File: config.mk
export PLATFORM = sky130hd
export DESIGN_NAME = length_prefixed_word_deframer
export DESIGN_NICKNAME = d
export VERILOG_FILES = /design/src/hdl/lpwd_pkg.sv /design/src/hdl/lpwd_core.sv /design/src/hdl/lpwd_out_reg.sv /design/src/hdl/length_prefixed_word_deframer.sv
export VERILOG_INCLUDE_DIRS = /design/src /design/src/hdl
export SDC_FILE = /design/constraint.sdc
export NUM_CORES = 1
export LEC_CHECK = 0
export ABC_AREA = 1
export BUFFER_PORTS_ARGS = -buffer_cell sky130_fd_sc_hd__buf_4
export CAP_MARGIN = 5
export CORE_MARGIN = 3
export CORE_UTILIZATION = 40
export CTS_CLUSTER_DIAMETER = 40
export DETAILED_ROUTE_END_ITERATION = 8
export GPL_TIMING_DRIVEN = 0
export MAX_ROUTING_LAYER = met4
export PLACE_DENSITY = 0.68
export SYNTH_ARGS = -nofsm -noshare
export SYNTH_HDL_FRONTEND = slang
export SYNTH_SLANG_ARGS = --single-unit
File: constraint.sdc
create_clock -name clk -period 4.27 [get_ports clk]
set_input_delay 0.2135 -clock clk [delete_from_list [all_inputs] [get_ports clk]]
set_output_delay 0.2135 -clock clk [all_outputs]
set_load 0.02 [all_outputs]
File: src/hdl/assert_macros.svh
// Assertion macros of the deframer RTL
`ifndef ASSERT_MACROS_SVH
`define ASSERT_MACROS_SVH

`ifndef SYNTH

`define LPWD_ASSERT(lbl, clk, rstn, prop, msg) \
    lbl: assert property (@(posedge clk) disable iff (!rstn) (prop)) else $error(msg);

`define LPWD_ASSERT_IMPL(lbl, clk, rstn, ante, cons, msg) \
    lbl: assert property (@(posedge clk) disable iff (!rstn) (ante) |-> (cons)) else $error(msg);

`else

`define LPWD_ASSERT(lbl, clk, rstn, prop, msg)

`define LPWD_ASSERT_IMPL(lbl, clk, rstn, ante, cons, msg)

`endif

`endif

File: src/hdl/lpwd_pkg.sv
// Shared types and codes of the length-prefixed word deframer
`timescale 1ns / 1ps
`default_nettype none

package lpwd_pkg;

    localparam int MAX_WORD_DEFAULT = 4095;
    localparam int LEN_W            = 12;
    localparam logic [LEN_W-1:0] MAX_WORD_LENGTH_RESET = 12'd4095;

    // Phase codes
    localparam logic [1:0] PH_WAIT = 2'd0;
    localparam logic [1:0] PH_LEN  = 2'd1;
    localparam logic [1:0] PH_DATA = 2'd2;

    // Result kinds
    localparam logic [1:0] K_DATA = 2'd0;
    localparam logic [1:0] K_END  = 2'd1;
    localparam logic [1:0] K_RESV = 2'd2;
    localparam logic [1:0] K_LONG = 2'd3;

    // Word classes
    localparam logic [1:0] CL_STATUS = 2'd0;
    localparam logic [1:0] CL_ATTR   = 2'd1;
    localparam logic [1:0] CL_OTHER  = 2'd2;

    localparam logic [7:0] CHAR_BANG  = 8'h21;
    localparam logic [7:0] CHAR_EQUAL = 8'h3D;

    typedef struct packed {
        logic [7:0] out_byte;
        logic [1:0] kind;
        logic [1:0] word_class;
        logic       word_first;
        logic       word_last;
        logic       is_separator;
        logic       in_value;
    } lpwd_result_t;

endpackage

`default_nettype wire

File: src/hdl/lpwd_core.sv
// Prefix decoder, payload counter and byte tagger of the deframer
`timescale 1ns / 1ps
`default_nettype none
`include "assert_macros.svh"

module lpwd_core (
    input  wire logic                             clk,
    input  wire logic                             rst_n,
    input  wire logic                             in_accept,
    input  wire logic [7:0]                       in_byte,
    input  wire logic [lpwd_pkg::LEN_W-1:0]       limit,
    output logic                                  res_valid,
    output lpwd_pkg::lpwd_result_t                res
);
    import lpwd_pkg::*;

    logic [1:0]       phase_reg, phase_next;
    logic [2:0]       prefix_left_reg, prefix_left_next;
    logic [LEN_W-1:0] accum_reg, accum_next;
    logic             big_reg, big_next;
    logic [LEN_W-1:0] payload_left_reg, payload_left_next;
    logic [1:0]       class_reg, class_next;
    logic             first_pending_reg, first_pending_next;
    logic             sep_seen_reg, sep_seen_next;

    logic [LEN_W-1:0] accum_shift;
    logic             big_shift;
    logic             do_len;
    logic [LEN_W-1:0] len_val;
    logic             len_big;
    logic             last;

    // Shift in one more length byte; keep only a sticky flag for high bits
    assign accum_shift = {accum_reg[LEN_W-9:0], in_byte};
    assign big_shift   = big_reg | (accum_reg[LEN_W-1:LEN_W-8] != 8'd0);

    always_comb
    begin
        phase_next         = phase_reg;
        prefix_left_next   = prefix_left_reg;
        accum_next         = accum_reg;
        big_next           = big_reg;
        payload_left_next  = payload_left_reg;
        class_next         = class_reg;
        first_pending_next = first_pending_reg;
        sep_seen_next      = sep_seen_reg;
        res_valid          = 1'b0;
        res                = '{out_byte: 8'd0, kind: K_DATA, word_class: CL_OTHER,
                               word_first: 1'b0, word_last: 1'b0,
                               is_separator: 1'b0, in_value: 1'b0};
        do_len             = 1'b0;
        len_val            = '0;
        len_big            = 1'b0;
        last               = 1'b0;

        unique case (phase_reg)
            PH_LEN:
            begin
                accum_next       = accum_shift;
                big_next         = big_shift;
                prefix_left_next = prefix_left_reg - 3'd1;
                if (prefix_left_reg == 3'd1)
                begin
                    do_len  = 1'b1;
                    len_val = accum_shift;
                    len_big = big_shift;
                end
            end
            PH_DATA:
            begin
                res.out_byte = in_byte;
                if (first_pending_reg)
                begin
                    if (in_byte == CHAR_BANG)
                        class_next = CL_STATUS;
                    else if (in_byte == CHAR_EQUAL)
                        class_next = CL_ATTR;
                    else
                        class_next = CL_OTHER;
                    first_pending_next = 1'b0;
                end
                else if (class_reg == CL_ATTR)
                begin
                    if (sep_seen_reg)
                        res.in_value = 1'b1;
                    else if (in_byte == CHAR_EQUAL)
                    begin
                        res.is_separator = 1'b1;
                        sep_seen_next    = 1'b1;
                    end
                end
                last              = (payload_left_reg <= LEN_W'(1));
                payload_left_next = last ? '0 : payload_left_reg - LEN_W'(1);
                if (last)
                    phase_next = PH_WAIT;
                res_valid       = 1'b1;
                res.word_class  = class_next;
                res.word_first  = first_pending_reg;
                res.word_last   = last;
            end
            default:
            begin
                // Waiting for a length prefix (unused phase code behaves the same)
                if (in_byte == 8'hF0)
                begin
                    accum_next       = '0;
                    big_next         = 1'b0;
                    prefix_left_next = 3'd4;
                    phase_next       = PH_LEN;
                end
                else if (in_byte[7:4] == 4'hF)
                begin
                    phase_next = PH_WAIT;
                    res_valid  = 1'b1;
                    res.kind   = K_RESV;
                end
                else if (in_byte[7:5] == 3'b111)
                begin
                    accum_next       = {4'd0, 3'd0, in_byte[4:0]};
                    big_next         = 1'b0;
                    prefix_left_next = 3'd3;
                    phase_next       = PH_LEN;
                end
                else if (in_byte[7:6] == 2'b11)
                begin
                    accum_next       = {4'd0, 2'd0, in_byte[5:0]};
                    big_next         = 1'b0;
                    prefix_left_next = 3'd2;
                    phase_next       = PH_LEN;
                end
                else if (in_byte[7] == 1'b1)
                begin
                    accum_next       = {4'd0, 1'b0, in_byte[6:0]};
                    big_next         = 1'b0;
                    prefix_left_next = 3'd1;
                    phase_next       = PH_LEN;
                end
                else
                begin
                    accum_next = {4'd0, in_byte};
                    big_next   = 1'b0;
                    do_len     = 1'b1;
                    len_val    = {4'd0, in_byte};
                end
            end
        endcase

        // Length complete: check it and open the payload, or flag an empty/long word
        if (do_len)
        begin
            phase_next       = PH_WAIT;
            prefix_left_next = 3'd0;
            if (len_big || (len_val > limit))
            begin
                res_valid = 1'b1;
                res.kind  = K_LONG;
            end
            else if (len_val == '0)
            begin
                res_valid = 1'b1;
                res.kind  = K_END;
            end
            else
            begin
                payload_left_next  = len_val;
                phase_next         = PH_DATA;
                first_pending_next = 1'b1;
                sep_seen_next      = 1'b0;
            end
        end
    end

    always_ff @(posedge clk or negedge rst_n)
    begin
        if (!rst_n)
        begin
            phase_reg         <= PH_WAIT;
            prefix_left_reg   <= 3'd0;
            accum_reg         <= '0;
            big_reg           <= 1'b0;
            payload_left_reg  <= '0;
            class_reg         <= CL_STATUS;
            first_pending_reg <= 1'b1;
            sep_seen_reg      <= 1'b0;
        end
        else if (in_accept)
        begin
            phase_reg         <= phase_next;
            prefix_left_reg   <= prefix_left_next;
            accum_reg         <= accum_next;
            big_reg           <= big_next;
            payload_left_reg  <= payload_left_next;
            class_reg         <= class_next;
            first_pending_reg <= first_pending_next;
            sep_seen_reg      <= sep_seen_next;
        end
    end

    `LPWD_ASSERT(a_no_unused_phase, clk, rst_n, phase_reg != 2'd3, "unused phase code reached")
    `LPWD_ASSERT_IMPL(a_data_has_bytes, clk, rst_n, phase_reg == PH_DATA, payload_left_reg != '0, "payload phase with no bytes left")
    `LPWD_ASSERT_IMPL(a_len_count, clk, rst_n, phase_reg == PH_LEN, (prefix_left_reg != 3'd0) && (prefix_left_reg <= 3'd4), "length byte count out of range")
    `LPWD_ASSERT_IMPL(a_sep_attr_only, clk, rst_n, res_valid && res.is_separator, (res.word_class == CL_ATTR) && !res.word_first && !sep_seen_reg, "separator outside attribute word")

endmodule

`default_nettype wire

File: src/hdl/lpwd_out_reg.sv
// Output register of the deframer result stream
`timescale 1ns / 1ps
`default_nettype none

module lpwd_out_reg (
    input  wire logic                      clk,
    input  wire logic                      rst_n,
    input  wire logic                      load,
    input  wire lpwd_pkg::lpwd_result_t    res,
    output logic                           ready,
    output logic                           valid,
    input  wire logic                      take,
    output lpwd_pkg::lpwd_result_t         data
);
    import lpwd_pkg::*;

    logic         valid_reg;
    lpwd_result_t data_reg;

    // Accept a new transaction whenever the register is empty or the held result leaves this cycle
    assign ready = !valid_reg || take;
    assign valid = valid_reg;
    assign data  = data_reg;

    always_ff @(posedge clk or negedge rst_n)
    begin
        if (!rst_n)
            valid_reg <= 1'b0;
        else if (load)
            valid_reg <= 1'b1;
        else if (take)
            valid_reg <= 1'b0;
    end

    always_ff @(posedge clk)
    begin
        if (load)
            data_reg <= res;
    end

endmodule

`default_nettype wire

File: src/hdl/length_prefixed_word_deframer.sv
// Top level of the length-prefixed word deframer
`timescale 1ns / 1ps
`default_nettype none

// A result appears on m_tvalid in the cycle after the byte transaction that causes it.
// Throughput: one byte per cycle, set by the state update of the prefix decoder
// and payload counter; a byte is taken only while the output register is empty or its result
// leaves in the same cycle, so a held result stalls every byte, prefix bytes included.
// Reset (rst_n low, asynchronous): wait for a length prefix, no result held, max_word_length 4095.

module length_prefixed_word_deframer #(
    parameter int MAX_WORD = lpwd_pkg::MAX_WORD_DEFAULT
) (
    input  wire logic                          clk,
    input  wire logic                          rst_n,
    // Received byte stream
    input  wire logic                          s_tvalid,
    output logic                               s_tready,
    input  wire logic [7:0]                    s_tdata,   // [7:0] in_byte
    // Tagged payload and marker stream
    output logic                               m_tvalid,
    input  wire logic                          m_tready,
    output logic [7:0]                         m_tdata,   // [7:0] out_byte
    output logic [6:0]                         m_tuser,   // [1:0] kind, [3:2] word_class,
                                                          // [4] word_first, [5] is_separator,
                                                          // [6] in_value
    output logic                               m_tlast,   // word_last
    // Configuration: max_word_length
    input  wire logic                          cfg_valid,
    output logic                               cfg_ready,
    input  wire logic [lpwd_pkg::LEN_W-1:0]    cfg_data
);
    import lpwd_pkg::*;

    localparam logic [16:0] MaxWordW = 17'(MAX_WORD);

    logic [LEN_W-1:0] max_len_reg;
    logic [LEN_W-1:0] limit;
    logic             in_accept;
    logic             res_valid;
    lpwd_result_t     res;
    lpwd_result_t     out_data;

    // Configuration writes are always taken; the block is idle by contract
    assign cfg_ready = 1'b1;

    always_ff @(posedge clk or negedge rst_n)
    begin
        if (!rst_n)
            max_len_reg <= MAX_WORD_LENGTH_RESET;
        else if (cfg_valid && cfg_ready)
            max_len_reg <= cfg_data;
    end

    // Limit in force: the smaller of the register and the build-time ceiling
    assign limit = ({5'd0, max_len_reg} < MaxWordW) ? max_len_reg : MaxWordW[LEN_W-1:0];

    assign in_accept = s_tvalid && s_tready;

    lpwd_core u_core (
        .clk       (clk),
        .rst_n     (rst_n),
        .in_accept (in_accept),
        .in_byte   (s_tdata),
        .limit     (limit),
        .res_valid (res_valid),
        .res       (res)
    );

    // Load the result register only when the accepted byte yields a result
    lpwd_out_reg u_out (
        .clk   (clk),
        .rst_n (rst_n),
        .load  (in_accept && res_valid),
        .res   (res),
        .ready (s_tready),
        .valid (m_tvalid),
        .take  (m_tready),
        .data  (out_data)
    );

    assign m_tdata = out_data.out_byte;
    assign m_tuser = {out_data.in_value, out_data.is_separator, out_data.word_first,
                      out_data.word_class, out_data.kind};
    assign m_tlast = out_data.word_last;

endmodule

`default_nettype wire
Yosys cells after proc, flatten, opt, wreduce, memory -nomap -nowiden
Index checks and enable logic that the tools add are counted.
{"block": "classes", "addsub": 2, "n_lt_le_gt_ge": 3, "n_eq_ne": 15, "mux": 77, "n_bitwise": 3, "n_reduce_logical": 17}
{"operator": "$mux W12", "count": 14}
{"operator": "$pmux W12 S2", "count": 2}
{"operator": "$mux W2", "count": 18}
{"operator": "$mux W1", "count": 30}
{"operator": "$mux W3", "count": 6}
{"operator": "$eq A8 B6 Y1 const B", "count": 2}
{"operator": "$mux W7", "count": 2}
{"operator": "$gt A12 B12 Y1", "count": 1}
{"operator": "$le A12 B1 Y1 const B", "count": 1}
{"operator": "$logic_not A12 Y1", "count": 1}
{"operator": "$lt A12 B12 Y1 const B", "count": 1}
{"operator": "$sub A12 B1 Y12 const B", "count": 1}
{"operator": "$eq A8 B8 Y1 const B", "count": 1}
{"operator": "$reduce_and A4 Y1", "count": 2}
{"operator": "$reduce_bool A8 Y1", "count": 1}
{"operator": "$reduce_bool A7 Y1", "count": 1}
{"operator": "$pmux W1 S2", "count": 3}
{"operator": "$pmux W3 S2", "count": 1}
{"operator": "$reduce_bool A6 Y1", "count": 1}
{"operator": "$eq A2 B1 Y1 const B", "count": 2}
{"operator": "$eq A2 B2 Y1 const B", "count": 2}
{"operator": "$eq A4 B4 Y1 const B", "count": 1}
{"operator": "$ne A2 B1 Y1 const B", "count": 2}
{"operator": "$ne A4 B2 Y1 const B", "count": 1}
{"operator": "17 further kinds", "count": 20}
{"block": "totals", "register_bits": 63, "in_bits": 25, "out_inout_bits": 19, "wordCells": 134}

Logic depth before layout (Yosys ltp)
{"block": "logic_depth", "depth_word": 12, "depth_mapped": 20, "ltp_nobuf": 20}

Modules after synthesis
From an unflattened synthesis, not the netlist that was laid out.
{"block": "hier_totals", "hier_cells": 517, "hier_area_um2": 3986.3}
{"mod": "lpwd_core", "instances": 1, "cells_per_inst": 427, "area_per_inst_um2": 2916.5, "seq_area_each_um2": 852.1}
{"mod": "length_prefixed_word_deframer", "instances": 1, "cells_per_inst": 69, "area_per_inst_um2": 544.3, "seq_area_each_um2": 315.3}
{"mod": "lpwd_out_reg", "instances": 1, "cells_per_inst": 21, "area_per_inst_um2": 525.5, "seq_area_each_um2": 505.5}

Worst setup path before layout
No wires, ideal clock.
{"block": "synth_path", "path_kind": "reg2reg", "from": "reg u_core.phase_reg[0]", "to": "reg u_out.data_reg (netlist bit u_out.data[0]) (enable)", "setup_time_ns": 0.315, "t_arrival_ns": 2.711, "required_time_ns": 3.955, "setup_slack_ns": 1.244, "path_stages_with_launch": 20, "n_path_buf": 1, "synth_period_minus_slack_ns": 3.026, "path_cell_list": "dfrtp_1 inv_1 ha_1 inv_2 nand4_4 nand2_4 clkinv_1 nor2_1 ha_1 nand2_1 inv_1 nand2_1 nand2_1 nand2_1 nand3_1 a21oi_1 buf_2 nand3_1 nand3_1 inv_1"}
{"block": "synth_via", "elab_chain_cells": 7, "elab_cells_between_ends": 13, "cone_classes": "order compare (1); eq/ne (2); mux (7); reduce/logical (3)"}
{"item": "start: declaration", "line": "lpwd_core.sv:17", "rtl": "logic [1:0] phase_reg, phase_next;"}
{"item": "start signal: assignment", "line": "lpwd_core.sv:188", "rtl": "phase_reg <= phase_next;"}
{"item": "$eq A2 B2 Y1 or $eq A2 B1 Y1 (tied branches)", "line": "lpwd_core.sv:56", "rtl": "unique case (phase_reg)"}
{"item": "$pmux W12 S2", "line": "lpwd_core.sv:56"}
{"item": "$gt A12 B12 Y1 or $logic_not A12 Y1 (tied branches)", "line": "lpwd_core.sv:153, lpwd_core.sv:158"}
{"item": "$logic_or A1 B1 Y1 or $mux W1 (tied branches)", "line": "lpwd_core.sv:153, lpwd_core.sv:158"}
{"item": "$mux W1", "line": "lpwd_core.sv:153", "rtl": "if (len_big || (len_val > limit))"}
{"item": "$mux W1 (*)", "line": "lpwd_core.sv:149", "rtl": "if (do_len)"}
{"item": "$logic_and A1 B1 Y1 (*)", "line": "length_prefixed_word_deframer.sv:74", "rtl": ".load (in_accept && res_valid),"}
{"item": "net u_out.load", "line": "lpwd_out_reg.sv:8", "rtl": "input wire logic load,"}
{"item": "end signal: assignment", "line": "lpwd_out_reg.sv:38", "rtl": "data_reg <= res;"}
{"item": "end: declaration", "line": "lpwd_out_reg.sv:18", "rtl": "lpwd_result_t data_reg;"}
Mark *: on every way through the listed nets, which the timed path passes. The rest lies on a longest branch.
A chain may end at the register's enable or synchronous reset.

Final worst setup path
{"block": "layout_path", "from": "reg u_core.phase_reg[0]", "to": "reg u_out.data_reg (netlist bit u_out.data[9]) (enable)"}
Same word-level chain as after synthesis.

==> flow_summary_export.csv <==
group,metric,value,unit
outcome,status,"finished, final reports clean",
global_route,antenna_found_initial,0,
pwr,pwr-share-comb,50.2,%
clock_tree,htreeDepth,3,
worst_setup_path,r2r_end,"u_out.data[9]",
clock_tree,cts_sinks,63,
cells_and_area,nNetsFinal,581,
cells_and_area,fill_cells,877,
drt,drc,0,
logic_synthesis,postSynthAreaPerCell,7.85,µm²
clock_tree,clockBufferDepth,2,
placed_design,dpl.hpwl,6660,µm
drt,finalWirelength,8720,µm
pwr,switching_share,44.3,%
clock_tree,cts_tree,"built",
drt,ant_nets,0,
logic_synthesis,synth_edf_count,16,
worst_setup_path,required,4.28,ns
pwr,p_leak,2.24,nW
hold_path,min-delay-start,"cfg_valid",
die,pin_count,44,
clock_tree,clk_pin_slew_worst_paths,0.08,ns
cells_and_area,utilization,49.9,%
logic_synthesis,syn-cell-area,3810,µm²
logic_synthesis,ys_seq_area_share,43.9,%
pwr,powerDensity,683,nW/µm²
worst_setup_path,worstSetupPathType,"reg -> reg",
die,start_util,42.4,%
hold_path,hp-class,"in -> reg",
logic_synthesis,ys_warn_count,0,
worst_setup_path,rr_startpoint,"u_core.phase_reg[0]",
sta,tns,0,ns
pwr,pwr-share-clk,17.2,%
clock_tree,worstSkewPairLatency,0.34,ns
die,die_y,104,µm
worst_setup_path,r2r_setup_slack,0.54,ns
sta,min_period_over_period,87.4,%
global_route,grt_pass1_wl,14900,µm
logic_synthesis,synth_async_sr_flop_share,74.6,%
sta,rsz0062_at_grt,"false",
hold_path,min_to,"max_len_reg[6]",
die,die_w,104,µm
logic_synthesis,synth.top_cell.area_share,22.3,%
sta,relSlewSlack,59.4,%
worst_setup_path,startpoint_type,"flip-flop",
global_route,grt_overflow_total,0,
logic_synthesis,ys_types,39,
cells_and_area,syn2layout_area_growth,17.6,%
clock_tree,numCtsBuffers,9,
logic_synthesis,ys_ff_latch,63,
sta,fin_skew,0.0113,ns
die,core_area,8980,µm²
pwr,max-vdd-ir-drop,0.257,mV
die,rows,34,
logic_synthesis,postSynthNetCount,528,
hold_path,hold_path_depth,2,
cells_and_area,final_layout_size_suffix_gt1_share,18.4,%
drt,via_per_inst,4.96,
logic_synthesis,synthFlopType,"dfrtp_1",
clock_tree,clock_tree.root_cell,"clkbuf_8",
logic_synthesis,yosys-top-cells-area,"dfrtp_1, edfxtp_1, nand2_1",
pwr,cell_internal_pwr,1.70,mW
worst_setup_path,arrival,3.74,ns
worst_setup_path,rr_worst_depth,19,
sta,finalHoldViolCount,0,
die,die_area,10700,µm²
sta,fmax,268,MHz
cells_and_area,diodes,0,
global_route,grt_pass1_vias,3251,
worst_setup_path,worstPathMaxFanout,16,
placed_design,io_buffers,41,
logic_synthesis,synth_common_cells,"nand2_1, inv_1, nor2_1, nand3_1, o21ai_0",
flow_run,drv_cap,0,
pwr,seqPwrFrac,32.6,%
logic_synthesis,yosysMostFrequentCell,"nand2_1",
drt,vias,3315,
drt,drt_iter0_drc,216,
pwr,p_switching,1.36,mW
logic_synthesis,syn_inst,485,
sta,layout_min_cycle_time,3.73,ns
logic_synthesis,synth_top_cell_by_area,"dfrtp_1",
placed_design,place_congestion,0.879,
sta,setup_viol,0,
global_route,grt_max_degree,48,
clock_tree,cts_setup_buffers,0,
cells_and_area,largest_reg_flops,16,
sta,worstMarginPinSlew,0.609,ns
drt,drtPass1Iterations,4,
global_route,gr-usage-all-layers,17.3,%
worst_setup_path,worstSetupEndpointType,"flip-flop",
drt,post_drt_wl_per_cell,13.0,µm
sta,slew_viol_final,0,
worst max-delay path, stage by stage (launching register included):
cell and delay [ns]:
dfrtp_1 0.38, inv_1 0.05, ha_1 0.38, inv_2 0.14
nand4_4 0.16, nand2_4 0.14, clkinv_1 0.27, nor2_1 0.21
ha_1 0.27, inv_1 0.07, o21bai_1 0.06, nand2_1 0.06
nand2_1 0.05, nand2_1 0.05, nand3_1 0.09, a21oi_1 0.28
buf_2 0.27, nand3_1 0.09, nand3_1 0.11, inv_1 0.28
kinds of logic after synthesis:
kind of cell             synth area share (%)
adder cells (fa/ha/maj)                  5.92
AO/OA/AOI/OAI                            10.8
other                                  0.0985
flip-flops                               43.9
XOR/XNOR                                 1.84
buffers and inverters                    9.79
AND/OR/NAND/NOR                          27.0
multiplexers                            0.591
metrics by stage:
stage	worst slack (ns)	instances	area [µm²]	power, mW	hold slack [ns]
floorplan	1.24	485	3810	2.12	-0.0821
global placement	0.643	652	4270	2.49	0.259
detailed placement	0.585	652	4270	2.53	0.274
CTS	0.550	669	4480	3.07	0.0507
global route	0.114	669	4480	3.32	0.0634
finish	0.537	669	4480	3.06	0.0608
layout make-up:
class / count / area (µm²) / area share [%]
tap: 126 / 158 / 3.52
clock inverter: 7 / 72.6 / 1.62
sequential: 63 / 1670 / 37.3
multi-input combinational: 331 / 1760 / 39.3
timing repair buffer: 42 / 318 / 7.09
clock buffer: 9 / 124 / 2.77
buffer: 13 / 80.1 / 1.79
inverter: 78 / 293 / 6.54
worst max path at each step:
stage | startpoint | to | slack (ns) | depth (start not counted)
after floorplan | u_core.phase_reg[0] | u_out.data[0] | 1.24 | 19
after global placement | u_core.phase_reg[0] | u_out.data[2] | 0.64 | 19
after detailed placement | u_core.phase_reg[0] | u_out.data[2] | 0.58 | 19
final | u_core.phase_reg[0] | u_out.data[9] | 0.54 | 19
after CTS | u_core.phase_reg[0] | u_out.data[14] | 0.55 | 19
after global routing | u_core.phase_reg[0] | u_out.data[15] | 0.11 | 18
routing by layer:
layer / vias to the layer above / share of wire (%) / global-route usage, %
li1: 1669 / - / -
met1: 1536 / 47 / 22.1
met2: 92 / 46 / 27.5
met3: 18 / 5.7 / 3.73
met4: 0 / 1.8 / 6.08
met5: - / 0 / -
placed cells by master (no fill, tap or decap), types with 4 or more instances in the layout:
master and instances:
nand2_1 115, edfxtp_1 16, nor2_1 52, nor3_1 6
ha_1 18, buf_2 4, xor2_1 5, inv_1 72
clkbuf_8 9, dfrtp_1 34, nand3_1 38, a21oi_1 7
buf_4 44, inv_2 4, clkbuf_1 4, nand4_1 9
o22ai_1 6, o21bai_1 6, dfstp_2 13, o21ai_0 36
power groups by stage:
stage / Combinational [mW] / Clock [mW] / Sequential (mW)
2_1_floorplan: 1.06 / 0 / 1.06
3_3_place_gp: 1.49 / 0 / 0.998
3_5_place_dp: 1.53 / 0 / 1.00
4_1_cts: 1.54 / 0.540 / 0.995
5_1_grt: 1.73 / 0.563 / 1.02
6_report: 1.54 / 0.527 / 0.995
repair_timing:
item | CTS | global route
hold endpoints to repair | 34 | 0
endpoints found under the setup margin | 0 | 0
resized for setup | 0 | 0
hold buffers | 1 | 0
Note: power is estimated with default switching activity, not from simulation.
